`src/hw/rtl/stg_pkg.sv`:
```
`default_nettype none

package stg_pkg;

	// Tableau size. Every column is WORDS words of WORD_BITS bits.
	localparam int QUBITS = 256;
	localparam int WORD_BITS = 64;
	localparam int WORDS = (QUBITS + WORD_BITS - 1) / WORD_BITS;
	localparam int DEPTH = QUBITS * WORDS;

	// Index widths follow from the sizes above.
	localparam int COL_W = $clog2(QUBITS);
	localparam int WIDX_W = (WORDS > 1) ? $clog2(WORDS) : 1;
	localparam int ADDR_W = $clog2(DEPTH);

	// Compare and subtract steps that fold the 8-bit column and the 2-bit word fields.
	localparam int COL_STEPS = (256 + QUBITS - 1) / QUBITS - 1;
	localparam int WIDX_STEPS = (4 + WORDS - 1) / WORDS - 1;

	typedef logic [WORD_BITS-1:0] word_t;
	typedef logic [63:0] field_t;
	typedef logic [COL_W-1:0] col_t;
	typedef logic [WIDX_W-1:0] widx_t;
	typedef logic [ADDR_W-1:0] addr_t;

	// Operation codes.
	localparam logic [4:0] OP_I = 5'd0;
	localparam logic [4:0] OP_H = 5'd1;
	localparam logic [4:0] OP_S = 5'd2;
	localparam logic [4:0] OP_Z = 5'd3;
	localparam logic [4:0] OP_R = 5'd4;
	localparam logic [4:0] OP_X = 5'd5;
	localparam logic [4:0] OP_Y = 5'd6;
	localparam logic [4:0] OP_HX = 5'd7;
	localparam logic [4:0] OP_SX = 5'd8;
	localparam logic [4:0] OP_RX = 5'd9;
	localparam logic [4:0] OP_HZ = 5'd10;
	localparam logic [4:0] OP_HY = 5'd11;
	localparam logic [4:0] OP_SH = 5'd12;
	localparam logic [4:0] OP_RH = 5'd13;
	localparam logic [4:0] OP_HS = 5'd14;
	localparam logic [4:0] OP_HR = 5'd15;
	localparam logic [4:0] OP_HSX = 5'd16;
	localparam logic [4:0] OP_HRX = 5'd17;
	localparam logic [4:0] OP_SHY = 5'd18;
	localparam logic [4:0] OP_RHY = 5'd19;
	localparam logic [4:0] OP_HSH = 5'd20;
	localparam logic [4:0] OP_HRH = 5'd21;
	localparam logic [4:0] OP_RHS = 5'd22;
	localparam logic [4:0] OP_SHR = 5'd23;
	localparam logic [4:0] OP_CNOT = 5'd24;
	localparam logic [4:0] OP_CZ = 5'd25;
	localparam logic [4:0] OP_LOAD = 5'd26;
	localparam logic [4:0] OP_READ = 5'd27;

	// Input and result beats.
	typedef struct packed {
		logic [4:0] op;
		logic [7:0] ctrl;
		logic [7:0] targ;
		logic [1:0] word_index;
		logic [63:0] x_in;
		logic [63:0] z_in;
		logic [63:0] phase_in;
	} item_t;

	typedef struct packed {
		logic [63:0] x_out;
		logic [63:0] z_out;
		logic [63:0] phase_out;
		logic is_read;
		logic error;
	} result_t;

	// Operands and results of the word update unit.
	typedef struct packed {
		word_t ax;
		word_t az;
		word_t bx;
		word_t bz;
		word_t r;
	} word_in_t;

	typedef struct packed {
		word_t tx;
		word_t tz;
		word_t cz;
		word_t r;
	} word_out_t;

	// Sequencer states.
	typedef enum logic [3:0] {
		ST_IDLE,
		ST_G1_RD,
		ST_G1_UPD,
		ST_T_RDC,
		ST_T_RDT,
		ST_T_UPD,
		ST_T_WRZ,
		ST_LOAD,
		ST_RD,
		ST_DONE
	} state_e;

	// Fold an 8-bit column number into the tableau.
	function automatic col_t col_reduce(input logic [7:0] v);
		logic [7:0] r;
		r = v;
		for (int k = 0; k < COL_STEPS; k++) begin
			if (int'(r) >= QUBITS) begin
				r = r - 8'(QUBITS);
			end
		end
		return col_t'(r);
	endfunction

	// Fold a 2-bit word number into the column.
	function automatic widx_t widx_reduce(input logic [1:0] v);
		logic [1:0] r;
		r = v;
		for (int k = 0; k < WIDX_STEPS; k++) begin
			if (int'(r) >= WORDS) begin
				r = r - 2'(WORDS);
			end
		end
		return widx_t'(r);
	endfunction

	// Memory address of one word of one column.
	function automatic addr_t word_addr(input col_t c, input widx_t w);
		return addr_t'(addr_t'(addr_t'(c) * addr_t'(WORDS)) + addr_t'(w));
	endfunction

endpackage

`default_nettype wire

```
`src/hw/rtl/stg_word_unit.sv`:
```
`default_nettype none

module stg_word_unit (
	input wire logic [4:0] op,
	input wire stg_pkg::word_in_t din,
	output stg_pkg::word_out_t dout
);

	stg_pkg::word_t x;
	stg_pkg::word_t z;
	stg_pkg::word_t nx;
	stg_pkg::word_t nz;
	stg_pkg::word_t ncz;
	stg_pkg::word_t dr;

	assign x = din.bx;
	assign z = din.bz;

	// Bitwise update of one word of the target column, the control column and the phase.
	always_comb begin
		nx = x;
		nz = z;
		ncz = din.az;
		dr = '0;
		case (op)
			stg_pkg::OP_H: begin
				nx = z; nz = x; dr = x & z;
			end
			stg_pkg::OP_S: begin
				nz = x ^ z; dr = x & z;
			end
			stg_pkg::OP_Z: begin
				dr = x;
			end
			stg_pkg::OP_R: begin
				nz = x ^ z; dr = x & ~z;
			end
			stg_pkg::OP_X: begin
				dr = z;
			end
			stg_pkg::OP_Y: begin
				dr = x ^ z;
			end
			stg_pkg::OP_HX: begin
				nx = z; nz = x; dr = ~x & z;
			end
			stg_pkg::OP_SX: begin
				nz = x ^ z; dr = ~x & z;
			end
			stg_pkg::OP_RX: begin
				nz = x ^ z; dr = x | z;
			end
			stg_pkg::OP_HZ: begin
				nx = z; nz = x; dr = x & ~z;
			end
			stg_pkg::OP_HY: begin
				nx = z; nz = x; dr = x | z;
			end
			stg_pkg::OP_SH: begin
				nx = z; nz = x ^ z;
			end
			stg_pkg::OP_RH: begin
				nx = z; nz = x ^ z; dr = z;
			end
			stg_pkg::OP_HS: begin
				nx = x ^ z; nz = x; dr = x;
			end
			stg_pkg::OP_HR: begin
				nx = x ^ z; nz = x;
			end
			stg_pkg::OP_HSX: begin
				nx = x ^ z; nz = x; dr = x ^ z;
			end
			stg_pkg::OP_HRX: begin
				nx = x ^ z; nz = x; dr = z;
			end
			stg_pkg::OP_SHY: begin
				nx = z; nz = x ^ z; dr = x ^ z;
			end
			stg_pkg::OP_RHY: begin
				nx = z; nz = x ^ z; dr = x;
			end
			stg_pkg::OP_HSH: begin
				nx = x ^ z; dr = ~x & z;
			end
			stg_pkg::OP_HRH: begin
				nx = x ^ z; dr = x & z;
			end
			stg_pkg::OP_RHS: begin
				nx = x ^ z; dr = x | z;
			end
			stg_pkg::OP_SHR: begin
				nx = x ^ z; dr = x & ~z;
			end
			stg_pkg::OP_CNOT: begin
				dr = (din.ax & z) & ~(x ^ din.az);
				nx = x ^ din.ax;
				ncz = din.az ^ z;
			end
			stg_pkg::OP_CZ: begin
				dr = (din.ax & x) & (din.az ^ z);
				nz = z ^ din.ax;
				ncz = din.az ^ x;
			end
			default: begin
				nx = x;
			end
		endcase
	end

	assign dout.tx = nx;
	assign dout.tz = nz;
	assign dout.cz = ncz;
	assign dout.r = din.r ^ dr;

endmodule

`default_nettype wire

```
`config.mk`:
```
export PLATFORM = sky130hd
export DESIGN_NAME = stg_word_unit
export DESIGN_NICKNAME = d
export VERILOG_FILES = /design/src/hw/rtl/stg_pkg.sv /design/src/hw/rtl/stg_word_unit.sv
export SDC_FILE = /design/constraint.sdc
export NUM_CORES = 1
export LEC_CHECK = 0
export ABC_AREA = 1
export BUFFER_PORTS_ARGS = -buffer_cell sky130_fd_sc_hd__buf_4
export CORE_AREA = 8 8 219 221
export DETAILED_ROUTE_END_ITERATION = 6
export DIE_AREA = 0 0 227 229
export GPL_TIMING_DRIVEN = 0
export PLACE_DENSITY = 0.69
export SYNTH_ARGS = -nofsm -noshare
export SYNTH_HDL_FRONTEND = slang
export SYNTH_SLANG_ARGS = --single-unit
export TNS_END_PERCENT = 30
```
`constraint.sdc`:
```
create_clock -name vclk -period 1.8
set_input_delay 0.09 -clock vclk [all_inputs]
set_output_delay 0.09 -clock vclk [all_outputs]
set_load 0.01 [all_outputs]
```
# Yosys cells after proc, flatten, opt, wreduce, memory -nomap -nowiden
# Index checks and enable logic that the tools add are counted.
# totals
out_inout_bits,256
regBits,0
memories,0
word_cells,57
latchBits,0
in_bits,325
ram_bits,0
mem_bits_ro,0
# classes
mul,0
n_reduce_logical,11
n_eq_ne,25
div,0
bitwise_logic,17
n_shift,0
magnitude_cmp,0
muxes,4
n_addsub,0
# op_table
cell,n
case mux 64 bit (9 select lines),1
bitwise AND 64 bit,7
case mux 64 bit (3 select lines),2
XOR 64 bit,6
inverter 64 bit,3
case mux 64 bit (2 select lines),1
OR 64 bit,1
"equality test 5 bit, second input constant",10
"equality test 5 x 4 -> 1 bit, second input constant",8
OR reduction 8 bit,4
OR reduction 3 bit,7
"equality test 5 x 3 -> 1 bit, second input constant",4
"equality test 5 x 2 -> 1 bit, second input constant",2
"equality test 5 x 1 -> 1 bit, second input constant",1

# Logic depth before layout (Yosys ltp)
# logic_depth
word_depth,5
ltp_mapped,14
mapped_depth_nobuf,12

# Least setup slack after synthesis
# OpenSTA, ideal clock, no wires.
# synth_path
kind,input port to output port
startpoint,input op[0]
endpoint,output dout[131] (netlist bit)
arrival_time_ns,1.409
slack_ns,0.301
path_stages,12
cell_sequence,buf_4 inv_1 nand2_1 inv_1 nand3_2 nand2_1 nor3_2 buf_2 buf_2 nor2_1 nor2_1 o21ai_1
# synth_rtl
element,line_no,text
"start, declared",stg_word_unit.sv:4,"input wire logic [4:0] op,"
"end, declared",stg_word_unit.sv:6,output stg_pkg::word_out_t dout

==> flow_summary.toml <==
[outcome]
outcome = "finished with violations"
failed_checks = "negative setup slack"

[route]
drt-total-wl_um = 96360
routed-via-count = 23050
ant_nets = 0
routed_via_count_divided_by_cell_count = 5.601
drt_first_pass_iters = 6
wl_per_cell_um = 23.41
drc = 0
initialDrtViolationCount = 2411

[flow_run]
max_cap_violations = 0

[logic_synthesis]
mean_instance_size_in_the_synthesized_netlist_um2 = 5.366
synth.yosys.seq_area_share_pct = 0
post_synth_instance_area_mm2 = 0.01535
syn_nets = 3441
post_synth_num_cell_types = 31
synth.yosys.warnings = 0
post_syn_instances = 2860

[timing]
fin_hold_ws_ps = 497.0
timing.final.crit_share_pct = 110.1
post-route-min-period_ps = 1981
tns_ps = -13690
final-hold-violation-count = 0
worst_slew_pin_slew_ps = 635.3
max-slew-margin-rel_pct = 57.64
layout_setup_ws_ps = -181.3
rsz0062_at_grt = "yes"
final_setup_violation_count = 192
slew_viol_final = 0
fmax_ghz = 0.5047

[cells_and_area]
final_common_cell = "nand2_1"
clkbuf_count = 0
area_growth_syn_to_layout_pct = 54.99
mostFrequentLayoutCells = "844 x nand2_1, 626 x buf_4, 321 x inv_1, 256 x ha_1, 244 x nand3_1"
post-route-util_pct = 53.22
regArea_um2 = 0
sequential_cell_total = 0
post_route_cells_drive_above_1_share_pct = 29.67
num-nets-final = 4095

[placement]
portBuffers = 578
hpwl_um = 69910
gp_routability_congestion = 0.9641

[grt]
initial_antenna_violation_count = 8
gr-usage-all-layers_pct = 33.15
first_pass_grt_wire_length_um = 133800
grt_start_max_net_pins = 11
overflow = 0
first_global_vias = 21140

[pwr]
vdd.ir_drop.worst_mv = 0.1944
leakagePower_nw = 12.66
cellPowerDensity_mw_per_mm2 = 336.0

[floorplan]
fp.coreArea_mm2 = 0.04470
dieArea_mm2 = 0.05198
die_h_um = 229
floorplan.rows = 78
die-width_um = 227
design.portCount = 581
initial_utilization_pct = 34.34

[critical_path]
worst_setup_path_start_kind = "input pin"
critical_path_arrival_ps = 1890
crit_path_end_kind = "output port"
timing.critical_path.fanout_max = 10
crit_type = "in2out"
critical_path_required_ps = 1710

[hold_path]
timing.hold.worst_endpoint = "dout[37]"
hp-class = "in2out"
hold-path-cell-count = 4
hold_path.startpoint = "din[37]"
power breakdown:
group / leakage [nW] / switching (mW) / internal (mW)
registers: 0 / 0 / 0
logic: 12.7 / 4.53 / 3.46
clock network: 0.0000254 / 0 / 0.000000300
area by class of cell:
| type | instances | area (µm²) |
|---|---|---|
| fill | 4560 | 20910 |
| multi-input combinational | 2364 | 14400 |
| timing repair buffer | 649 | 5484 |
| buffer | 168 | 1877 |
| inverter | 330 | 1259 |
| tap | 600 | 750.7 |
| antenna | 4 | 10.01 |
| timing repair inverter | 1 | 7.507 |
repair_timing:
action | CTS | global route
gates cloned | 6 | 21
setup endpoints to repair | 256 | 251
pin swaps | 32 | 58
setup buffers | 35 | 13
resized for setup | 437 | 254
endpoints found under the hold margin | 0 | 0
hold buffers | 0 | 0
per-layer routing:
layer  up-vias  global-route usage (%)  wire length [µm]
li1      10810                       -                 -
met5         -                       0                62
met1     10600                   40.16             36700
met4        10                   12.49              4186
met2      1364                   55.74             44600
met3       266                   8.179             10810
how the worst max path moves through the flow:
| stage | from | to | cells past startpoint |
|---|---|---|---|
| after floorplan | op[0] | dout[131] | 12 |
| after global placement | op[1] | dout[102] | 9 |
| after detailed placement | op[1] | dout[102] | 9 |
| after CTS | op[3] | dout[57] | 14 |
| after global routing | op[1] | dout[198] | 13 |
| final | op[1] | dout[204] | 13 |
cells in the mapped netlist, drive strengths merged:
cell type	instances	share of area, %
o211ai	64	3.1
nand4	194	7.9
ha	256	21
nor2	201	5.0
and2	1	0.057
clkbuf	47	1.2
nor3	2	0.098
nand2	914	22
o31ai	1	0.049
o22ai	1	0.041
buf	122	4.1
xor2	64	3.7
inv	330	8.1
o21ai	259	8.5
nand3	273	9.1
xnor2	64	3.7
a21oi	67	2.3
per-stage QoR:
stage | instances | power, mW | cell area [µm²] | setup WS (ps)
after global routing | 4115 | 8.499 | 23780 | -184.0
after CTS | 4078 | 7.258 | 22330 | -40.75
final | 4116 | 7.993 | 23790 | -181.3
after detailed placement | 4038 | 6.501 | 20440 | -938.5
after floorplan | 2860 | 3.106 | 15350 | 300.6
after global placement | 4038 | 6.469 | 20440 | -974.0
worst max-delay path, cell delays in order:
cell,delay [ps]
buf_6,130
nand2_1,90
inv_2,90
nand3_4,100
o21ai_4,80
buf_6,120
nor2_4,120
nand4_1,190
buf_6,200
buf_12,150
buf_8,160
o21ai_4,180
buf_4,150
cells by family (layout without fill, tap and decap cells):
family / after synthesis / in the layout / synth area share [%]
simple gates: 1585 / 1588 / 44.58
buf+inv: 499 / 1148 / 13.30
compound gates: 392 / 392 / 13.95
fa+ha+maj: 256 / 256 / 20.87
xor+xnor: 128 / 128 / 7.305
other cells: 0 / 4 / 0
Note: power is estimated with default switching activity, not from simulation.
